[src/rtl/core/itp_pkg.sv]
// ----------------------------------------------------------------------------
// itp_pkg
// Shared types, constants and helper functions for the infix-to-postfix
// converter: stack sizing, character codes, operator ranks, sequencer states.
// ----------------------------------------------------------------------------
`default_nettype none

package itp_pkg;

  // Operator stack sizing
  localparam int STACK_DEPTH = 32;
  localparam int CNT_W       = $clog2(STACK_DEPTH + 1);
  localparam int IDX_W       = $clog2(STACK_DEPTH);

  // Character codes
  localparam logic [7:0] CH_PLUS   = 8'h2B;
  localparam logic [7:0] CH_MINUS  = 8'h2D;
  localparam logic [7:0] CH_STAR   = 8'h2A;
  localparam logic [7:0] CH_SLASH  = 8'h2F;
  localparam logic [7:0] CH_PCT    = 8'h25;
  localparam logic [7:0] CH_CARET  = 8'h5E;
  localparam logic [7:0] CH_LPAREN = 8'h28;
  localparam logic [7:0] CH_RPAREN = 8'h29;
  localparam logic [7:0] CH_NUL    = 8'h00;
  localparam logic [7:0] CH_ZERO   = 8'h30;
  localparam logic [7:0] CH_NINE   = 8'h39;
  localparam logic [7:0] CH_UP_A   = 8'h41;
  localparam logic [7:0] CH_UP_Z   = 8'h5A;
  localparam logic [7:0] CH_LO_A   = 8'h61;
  localparam logic [7:0] CH_LO_Z   = 8'h7A;

  // Rank codes, offset by one so that "no rank" sorts lowest
  typedef logic [1:0] rank_t;
  localparam rank_t RANK_NONE = 2'd0;
  localparam rank_t RANK_ADD  = 2'd1;
  localparam rank_t RANK_MUL  = 2'd2;
  localparam rank_t RANK_POW  = 2'd3;

  // Sequencer states
  typedef enum logic [2:0] {
    S_IDLE,
    S_OPD,
    S_FETCH,
    S_CHECK,
    S_FINISH,
    S_TERM
  } state_t;

  function automatic rank_t rank_of(input logic [7:0] c);
    rank_t r;
    case (c)
      CH_PLUS, CH_MINUS:         r = RANK_ADD;
      CH_STAR, CH_SLASH, CH_PCT: r = RANK_MUL;
      CH_CARET:                  r = RANK_POW;
      default:                   r = RANK_NONE;
    endcase
    return r;
  endfunction

  function automatic logic is_operand(input logic [7:0] c);
    return ((c >= CH_ZERO) && (c <= CH_NINE)) ||
           ((c >= CH_UP_A) && (c <= CH_UP_Z)) ||
           ((c >= CH_LO_A) && (c <= CH_LO_Z));
  endfunction

endpackage

`default_nettype wire

[src/rtl/core/infix_to_postfix_converter_unit.sv]
// ----------------------------------------------------------------------------
// infix_to_postfix_converter_unit
// Shunting-yard conversion of an infix character stream to postfix, with a
// memory-based operator stack walked one entry at a time by a small sequencer.
// ----------------------------------------------------------------------------
// Sequencing: operands pass through S_OPD; an operator, ')' or end marker pops
//   via S_FETCH (read) and S_CHECK (compare), then S_FINISH pushes the operator
//   or drops the '('; an end marker then emits a NUL terminator from S_TERM.
// Throughput: a request is taken only in idle (every cycle for '(', which
//   stays idle); each pop is a read state followed by a compare state.
// Reset: rst is synchronous, active high; it clears the stack count, overflow
//   flag, config bit and output valid. Output stalls hold the sequencer.
`default_nettype none

module infix_to_postfix_converter_unit (
  input  wire logic       clk,
  input  wire logic       rst,
  // config register
  input  wire logic       cfg_write_en,
  input  wire logic       cfg_write_data,
  // input channel
  input  wire logic       in_valid,
  output logic            in_stall,
  input  wire logic [7:0] char_in,
  input  wire logic       end_of_expression,
  // output channel
  output logic            out_valid,
  input  wire logic       out_stall,
  output logic [7:0]      char_out,
  output logic            last_of_run,
  output logic            expression_done,
  output logic            overflow
);
  import itp_pkg::*;

  // State
  state_t            state, state_next;
  logic [CNT_W-1:0]  stack_count;
  logic [7:0]        stack_mem [STACK_DEPTH];
  logic [7:0]        rd_data;
  logic [7:0]        cur_char;
  logic              cur_end;
  logic              pend_valid;
  logic [7:0]        pend_char;
  logic              ovf_seen;
  logic              power_right_assoc;

  // Control from the output decode
  logic              in_accept;
  logic              out_free;
  logic              emit;
  logic [7:0]        emit_char;
  logic              emit_last;
  logic              emit_done;
  logic              do_push;
  logic [7:0]        push_char;
  logic              do_pop;
  logic              do_discard;
  logic              pend_clear;
  logic              clear_ovf;
  logic              pop_cond;
  logic              stack_full;
  logic [IDX_W-1:0]  rd_addr;
  logic [CNT_W-1:0]  count_dec;
  rank_t             in_rank;
  rank_t             top_rank;

  assign in_stall   = (state != S_IDLE);
  assign in_accept  = in_valid && !in_stall;
  assign out_free   = !out_valid || !out_stall;
  assign stack_full = (stack_count >= CNT_W'(STACK_DEPTH));
  assign count_dec  = stack_count - CNT_W'(1);
  assign rd_addr    = count_dec[IDX_W-1:0];

  // Shared rank compare: decides whether the top entry is popped
  assign in_rank  = rank_of(cur_char);
  assign top_rank = rank_of(rd_data);
  always_comb begin
    if (cur_end) begin
      pop_cond = 1'b1;
    end else if (cur_char == CH_RPAREN) begin
      pop_cond = (rd_data != CH_LPAREN);
    end else if ((cur_char == CH_CARET) && power_right_assoc) begin
      pop_cond = (in_rank < top_rank);
    end else begin
      pop_cond = (in_rank <= top_rank);
    end
  end

  // Next state
  always_comb begin
    state_next = state;
    case (state)
      S_IDLE: begin
        if (in_accept) begin
          if (!end_of_expression && is_operand(char_in)) begin
            state_next = S_OPD;
          end else if (!end_of_expression && (char_in == CH_LPAREN)) begin
            state_next = S_IDLE;
          end else if (stack_count == '0) begin
            state_next = S_FINISH;
          end else begin
            state_next = S_FETCH;
          end
        end
      end
      S_OPD: begin
        if (out_free) state_next = S_IDLE;
      end
      S_FETCH: begin
        state_next = S_CHECK;
      end
      S_CHECK: begin
        if (!pop_cond) begin
          state_next = S_FINISH;
        end else if (!pend_valid || out_free) begin
          state_next = (count_dec == '0) ? S_FINISH : S_FETCH;
        end
      end
      S_FINISH: begin
        if (!pend_valid || out_free) state_next = cur_end ? S_TERM : S_IDLE;
      end
      S_TERM: begin
        if (out_free) state_next = S_IDLE;
      end
      default: state_next = S_IDLE;
    endcase
  end

  // Output decode
  always_comb begin
    emit       = 1'b0;
    emit_char  = CH_NUL;
    emit_last  = 1'b0;
    emit_done  = 1'b0;
    do_push    = 1'b0;
    push_char  = char_in;
    do_pop     = 1'b0;
    do_discard = 1'b0;
    pend_clear = 1'b0;
    clear_ovf  = 1'b0;
    case (state)
      S_IDLE: begin
        if (in_accept && !end_of_expression && (char_in == CH_LPAREN)) begin
          do_push = 1'b1;
        end
      end
      S_OPD: begin
        if (out_free) begin
          emit      = 1'b1;
          emit_char = cur_char;
          emit_last = 1'b1;
        end
      end
      S_CHECK: begin
        // popped entry waits in pend until we know whether it ends the run
        if (pop_cond && (!pend_valid || out_free)) begin
          emit      = pend_valid;
          emit_char = pend_char;
          do_pop    = 1'b1;
        end
      end
      S_FINISH: begin
        if (!pend_valid || out_free) begin
          emit       = pend_valid;
          emit_char  = pend_char;
          emit_last  = !cur_end;
          pend_clear = 1'b1;
          if (!cur_end) begin
            if (cur_char == CH_RPAREN) begin
              do_discard = (stack_count != '0);
            end else begin
              do_push   = 1'b1;
              push_char = cur_char;
            end
          end
        end
      end
      S_TERM: begin
        if (out_free) begin
          emit      = 1'b1;
          emit_char = CH_NUL;
          emit_last = 1'b1;
          emit_done = 1'b1;
          clear_ovf = 1'b1;
        end
      end
      default: begin
      end
    endcase
  end

  // Sequencer and control registers
  always_ff @(posedge clk) begin
    if (rst) begin
      state             <= S_IDLE;
      stack_count       <= '0;
      pend_valid        <= 1'b0;
      ovf_seen          <= 1'b0;
      power_right_assoc <= 1'b0;
    end else begin
      state <= state_next;
      if (cfg_write_en) power_right_assoc <= cfg_write_data;
      // stack count
      if (do_push && !stack_full) begin
        stack_count <= stack_count + CNT_W'(1);
      end else if (do_pop || do_discard) begin
        stack_count <= count_dec;
      end
      // pending popped entry
      if (do_pop) begin
        pend_valid <= 1'b1;
      end else if (pend_clear) begin
        pend_valid <= 1'b0;
      end
      // sticky overflow
      if (do_push && stack_full) begin
        ovf_seen <= 1'b1;
      end else if (clear_ovf) begin
        ovf_seen <= 1'b0;
      end
    end
  end

  // Request capture and pending payload
  always_ff @(posedge clk) begin
    if (in_accept) begin
      cur_char <= char_in;
      cur_end  <= end_of_expression;
    end
    if (do_pop) pend_char <= rd_data;
  end

  // Operator stack memory: one write port, one registered read port
  always_ff @(posedge clk) begin
    if (do_push && !stack_full) stack_mem[stack_count[IDX_W-1:0]] <= push_char;
    if (state == S_FETCH) rd_data <= stack_mem[rd_addr];
  end

  // Output register
  always_ff @(posedge clk) begin
    if (rst) begin
      out_valid <= 1'b0;
    end else if (emit) begin
      out_valid <= 1'b1;
    end else if (!out_stall) begin
      out_valid <= 1'b0;
    end
  end

  always_ff @(posedge clk) begin
    if (emit) begin
      char_out        <= emit_char;
      last_of_run     <= emit_last;
      expression_done <= emit_done;
      overflow        <= ovf_seen;
    end
  end

  // Checks
  a_count_bound: assert property (@(posedge clk) disable iff (rst)
    stack_count <= CNT_W'(STACK_DEPTH))
    else $error("stack count beyond depth");

  a_emit_slot: assert property (@(posedge clk) disable iff (rst)
    emit |-> out_free)
    else $error("result written over an unaccepted result");

  a_term_empty: assert property (@(posedge clk) disable iff (rst)
    (state == S_TERM) |-> (stack_count == '0))
    else $error("terminator with entries left on the stack");

  a_pend_scope: assert property (@(posedge clk) disable iff (rst)
    pend_valid |-> (state == S_FETCH || state == S_CHECK || state == S_FINISH))
    else $error("pending entry outside a pop run");

  a_pop_nonempty: assert property (@(posedge clk) disable iff (rst)
    (do_pop || do_discard) |-> (stack_count != '0))
    else $error("pop from empty stack");

endmodule

`default_nettype wire
[config.mk]
export PLATFORM = sky130hd
export DESIGN_NAME = infix_to_postfix_converter_unit
export DESIGN_NICKNAME = d
export VERILOG_FILES = /design/src/rtl/core/itp_pkg.sv /design/src/rtl/core/infix_to_postfix_converter_unit.sv
export SDC_FILE = /design/constraint.sdc
export NUM_CORES = 1
export LEC_CHECK = 0
export BUFFER_PORTS_ARGS = -buffer_cell sky130_fd_sc_hd__buf_2
export CAP_MARGIN = 30
export CORE_MARGIN = 2
export CORE_UTILIZATION = 30
export CTS_CLUSTER_SIZE = 24
export DETAILED_ROUTE_END_ITERATION = 10
export HOLD_SLACK_MARGIN = 0.05
export PLACE_DENSITY = 0.47
export SLEW_MARGIN = 5
export SYNTH_ARGS = -nofsm -noshare
export SYNTH_HDL_FRONTEND = slang
export SYNTH_SLANG_ARGS = --single-unit
export TNS_END_PERCENT = 20
[constraint.sdc]
create_clock -name clk -period 3.25 [get_ports clk]
set_input_delay 0.325 -clock clk [delete_from_list [all_inputs] [get_ports clk]]
set_output_delay 0.325 -clock clk [all_outputs]
set_load 0.03 [all_outputs]
# --- Word level (Yosys, flattened, before mapping) ---
# Memories as Yosys holds them, arrays and structs flattened. A register that Yosys moved wholly into a read port is not among the register bits.
# Index checks and enable logic that the tools add are counted.
word_totals:
  elab_cells: 142
  mem_bits_rw: 256
  n_memories: 1
  input_bits: 15
  register_bits: 41
mem_list:
  columns: ["name", "words", "width", "rd", "rd_clocked_by_memory_dff", "wr", "line_no", "source"]
  rows:
  - ["stack_mem", 32, 8, 1, 1, 1, "infix_to_postfix_converter_unit.sv:39", "logic [7:0] stack_mem [STACK_DEPTH];"]
classes:
  n_lt_le_gt_ge: 9
  muxes: 54
  eq_ne: 25
  reduce_logical: 38
  add_sub_neg: 2
ops:
  columns: ["op", "count"]
  rows:
  - ["$eq A8 B6 Y1 const B", 12]
  - ["$mux W8", 7]
  - ["$mux W3", 10]
  - ["$mux W1", 28]
  - ["$pmux W8 S3", 1]
  - ["$eq A8 B7 Y1 const B", 2]
  - ["$ge A8 B7 Y1 const B", 2]
  - ["$le A8 B7 Y1 const B", 2]
  - ["$pmux W3 S5", 1]
  - ["$logic_and A1 B1 Y1", 12]
  - ["$logic_not A6 Y1", 2]
  - ["$mux W6", 2]
  - ["$pmux W2 S3", 2]
  - ["$ge A8 B6 Y1 const B", 1]
  - ["$le A8 B6 Y1 const B", 1]
  - ["$ne A8 B6 Y1 const B", 1]
  - ["$logic_not A1 Y1", 7]
  - ["$add A6 B1 Y6 const B", 1]
  - ["$eq A3 B2 Y1 const B", 2]
  - ["$eq A3 B3 Y1 const B", 2]
  - ["$ge A6 B6 Y1 const B", 1]
  - ["$reduce_bool A2 Y1", 3]
  - ["$reduce_bool A6 Y1", 1]
  - ["$reduce_or A2 Y1", 3]
  - ["14 further kinds", 22]

# --- Logic depth before layout (Yosys ltp) ---
depth:
  word_depth: 13
  ltp_mapped: 13
  mapped_depth_nobuf: 13

# --- Worst setup path before layout ---
# Ideal clock, no wire load.
synth_timing:
  kind: "register to register"
  startpoint: "reg stack_count[0]"
  endpoint: "reg rd_data[4], read port of stack_mem, data pin"
  setup_ps: 256
  slack_ps: -318
  arrival_ps: 3312
  synth_period_minus_slack_ps: 3568
  path_buffers: 5
  t_required_ps: 2994
  path_stages_with_launch: 11
  cell_sequence: "dfxtp_1 > buf_2 > buf_2 > buf_1 > inv_1 > ha_1 > buf_2 > xnor2_1 > buf_2 > mux4_2 > o22a_1"
synth_between:
  elab_chain_len: 1
synth_rtl:
  columns: ["element", "line_no", "source"]
  rows:
  - ["from (decl)", "infix_to_postfix_converter_unit.sv:38", "logic [CNT_W-1:0] stack_count;"]
  - ["from (signal assigned)", "infix_to_postfix_converter_unit.sv:206", "stack_count <= stack_count + CNT_W'(1);"]
  - ["from (signal assigned)", "infix_to_postfix_converter_unit.sv:208", "stack_count <= count_dec;"]
  - ["$sub A6 B1 Y6", "infix_to_postfix_converter_unit.sv:72", "assign count_dec = stack_count - CNT_W'(1);"]
  - ["to (decl)", "infix_to_postfix_converter_unit.sv:40", "logic [7:0] rd_data;"]
# Every way passes these cells.
# A chain may end at the register's enable or synchronous reset.

# --- Worst setup path in the final report ---
layout_timing:
  startpoint: "reg cur_char[4]"
  endpoint: "reg stack_count[3]"
layout_between:
  elab_chain_len: 12
  word_cells_on_any_way: 31
layout_rtl:
  columns: ["element", "line_no", "source"]
  rows:
  - ["from (decl)", "infix_to_postfix_converter_unit.sv:41", "logic [7:0] cur_char;"]
  - ["from (signal assigned)", "infix_to_postfix_converter_unit.sv:228", "cur_char <= char_in;"]
  - ["$eq A8 B6 Y1", "itp_pkg.sv:51", "case (c)"]
  - ["$reduce_or A3 Y1 or $reduce_or A2 Y1 (tied branches)", "itp_pkg.sv:51", null]
  - ["$pmux W2 S3", "itp_pkg.sv:51", null]
  - ["$le A2 B2 Y1 or $lt A2 B2 Y1 (tied branches)", "infix_to_postfix_converter_unit.sv:86, infix_to_postfix_converter_unit.sv:84", null]
  - ["$mux W1", "infix_to_postfix_converter_unit.sv:83", "end else if ((cur_char == CH_CARET) && power_right_assoc) begin"]
  - ["$mux W1", "infix_to_postfix_converter_unit.sv:81", "end else if (cur_char == CH_RPAREN) begin"]
  - ["$mux W1", "infix_to_postfix_converter_unit.sv:79", "if (cur_end) begin"]
  - ["$logic_and A1 B1 Y1", "infix_to_postfix_converter_unit.sv:157", "if (pop_cond && (!pend_valid || out_free)) begin"]
  - ["$mux W1", "infix_to_postfix_converter_unit.sv:157", null]
  - ["$mux W1", "infix_to_postfix_converter_unit.sv:142", "case (state)"]
  - ["$logic_or A1 B1 Y1", "infix_to_postfix_converter_unit.sv:207", "end else if (do_pop || do_discard) begin"]
  - ["$reduce_bool A2 Y1 (no line)", null, null]
# Several ways; a longest one is shown, not always the timed one.

==> reports/metrics.cfg <==
[status]
status=complete, but fails checks
violations=negative setup slack

[routing]
route.detailed.drc=0
ant_nets=0
num_vias=6864
drt_iter0_markers=501
routed_wl_um=29800
via_per_inst=4.99
drtPass1Iterations=5
post_drt_wl_per_cell_um=21.7

[global_routing]
antenna_found_initial=0
grt_max_degree=51
grt_pass1_wl_um=44900
grt_pass1_vias=6960
groute.usage.overall_pct=13.6
grt-ovfl-total=0

[timing]
max_slew_margin_pct=36.8
period_minus_slack_ns=3.31
finalCritPeriodShare_pct=102
fmax_ghz=0.303
grt_setup_unrepaired=true
hold_violations=0
setup_viol=3
setup_slack_ns=-0.0554
fin_setup_tns_ns=-0.0653
final_max_slew_viol_count=0
tightest_slew_ns=0.945
clock_skew_ns=0.0245

[place]
place_inst=1299
gp_congestion=0.817
hpwl_um=18900
io_buffers=27
placed_area_mm2=0.0139

[clocking]
cts_root_buffer=clkbuf_16
cts_max_level=2
cts.sinks=305
clkLatencyLatePin_ns=0.53
numCtsBuffers=36
clk_pin_slew_ns=0.06
cts_tree=done
cts_max_path_buffers=3

[min_path]
hp-class=in -> reg
min_from=char_in[6]

[floorplan]
io_pins=28
num_rows=75
core_area_mm2=0.0419
die_height_um=210
die_area_mm2=0.0442
start_util_pct=30.4
die_w_um=210

[final_layout]
area_delta_synth_final_pct=18.7
drive_gt1_share_pct=30.3
fin_util_pct=36.1
stdcell_area_mm2=0.0151
instances_no_fill=1376
antenna_cells=0
nets=832

[power]
vdd_drop_max_v=0.000310
cellPowerDensity_mw_per_mm2=606
finalPower_mw=9.18
leakage_nw=4.80

[critical_path]
path_max_fanout=6
worst-setup-path-type=reg -> reg
crit_arrival_ns=3.74
r2r_start=cur_char[4]
worstPathRequired_ns=3.68
worstSetupEndpointType=flop
crit_path_start=cur_char[4]
start_kind=flop

[yosys]
synth_largest_area_cell=edfxtp_1
synth_edf_count=292
syn_area_per_cell_um2=17.8
synth_warnings=0
async_reset_ff_share_pct=0
synth_top_area_share_pct=68.7
syn-cell-area_mm2=0.0128
synth_seq_cells=305
synth_seq_area_share_pct=70.8
synth_nets=738
ys.flop_type=edfxtp_1
ys_types=78
ys_top_cells_by_area=edfxtp_1 (69%), mux4_2 (13%), dfxtp_1 (2.0%)
synthCells=716

[run]
cap_violations=0

layout make-up:
class,count,area (um^2)
repair buffers,92,702
fillers,3922,26800
flip-flops and latches,305,9030
multi-input cells,360,3560
well taps,539,674
clock buffers,42,945
inverters,15,56.3
clock inverters,23,170
path summary, 6_finish.rpt:
| path | endpoint | slack, ns | depth (start not counted) |
|---|---|---|---|
| worst max-delay path | stack_count[3] | -0.06 | 14 |
| worst min register to register | pend_char[5] | 0.49 | 0 |
| worst max register to register | stack_count[3] | -0.06 | 14 |
| worst min-delay path | cur_char[6] | 0.06 | 1 |
where the power goes:
part	internal, mW	switching (mW)
combinational	0.369	0.541
sequential	4.41	0.0375
clock	2.24	1.58
registers in the layout, indices dropped and copies added (netlist names), 3 cells and up:
register / count
stack_mem: 256
stack_count: 6
pend_char: 8
cur_char: 8
rd_data: 8
state: 3
char_out: 8
cells in the mapped netlist (all sizes together), types with 3 or more instances:
cell type and count:
nor2b 3, nor3 8, a22o 15, a31oi 5, or2 4, mux2 5, nor3b 4, a211oi 3
nor4 4, nor4b 4, edfxtp 292, mux2i 3, o21ai 23, dfxtp 13, or3b 3, xnor2 4
clkbuf 16, a2111oi 3, a22oi 3, nand3b 4, or3 3, o22ai 4, inv 15, nor2 57
o22a 9, mux4 72, nand2 40, ha 7, nand3 9, xor2 4, buf 19, a21oi 24
per-layer routing:
metal	wire (um)	vias up	GRT usage, %
li1	-	3091	-
met1	13500	3575	18.9
met2	14400	148	22.4
met3	1280	50	1.91
met4	667	0	4.16
met5	0	-	0
critical path: stages (launching register included):
cell and delay [ns]:
edfxtp_1 0.38, or4b_4 0.58, inv_2 0.09, nand2_4 0.06, nor3b_2 0.19, a21o_1 0.10, nand2_1 0.06, ha_2 0.17
or2b_4 0.26, a2111oi_4 0.40, o31ai_2 0.12, a22oi_4 0.23, buf_6 0.16, mux2_4 0.30, a31oi_1 0.14
repair_timing:
| action | in CTS | in global routing |
|---|---|---|
| cloned | 0 | 0 |
| pin swaps | 1 | 10 |
| endpoints found under the hold margin | 5 | 0 |
| buffers inserted | 0 | 7 |
| setup endpoints to repair | 2 | 35 |
| resized for setup | 0 | 10 |
| hold buffers | 5 | 0 |
logic make-up after synthesis:
family	count (synthesis)	synth area share (%)
compound gates	105	5.94
fa+ha+maj	7	0.686
simple gates	160	6.80
flops	305	70.8
buf+inv	51	1.88
mux	80	13.4
xor+xnor	8	0.549
placed cells by master (no fill, tap or decap), types with 3 or more instances in the layout:
cell type      synthesis  routed
buf_4                  1      54
o21ai_0               22      20
a31oi_1                5       5
a21oi_1               24      23
o22ai_1                4       3
inv_1                 15      13
mux2i_1                3       3
mux2_2                 5       4
dfxtp_1               13      12
clkbuf_16              0      37
o22a_1                 9       9
a22o_1                13      13
clkinv_1               0       8
nor3b_1                4       3
clkinv_2               0       8
nor2_1                56      55
nor2b_1                3       3
nor4_1                 4       4
nand2_1               40      39
buf_12                 0       5
a211oi_1               3       3
xor2_1                 4       4
nand3_1                9       9
clkbuf_1              14       5
buf_2                 10      27
nor3_1                 7       7
edfxtp_1             292     292
dlygate4sd3_1          1       5
nor4b_1                3       3
ha_1                   7       5
mux4_2                72      72
clkinvlp_4             0       3
nand3b_1               3       3
per-stage QoR:
stage | hold slack [ns] | worst slack (ns)
floorplan | 0.408 | -0.0556
global placement | 0.466 | 0.0329
detailed placement | 0.470 | -0.0261
CTS | 0.0519 | -0.0204
global route | 0.0509 | -0.168
finish | 0.0643 | -0.0554
Power figures use the tool's default switching activity.
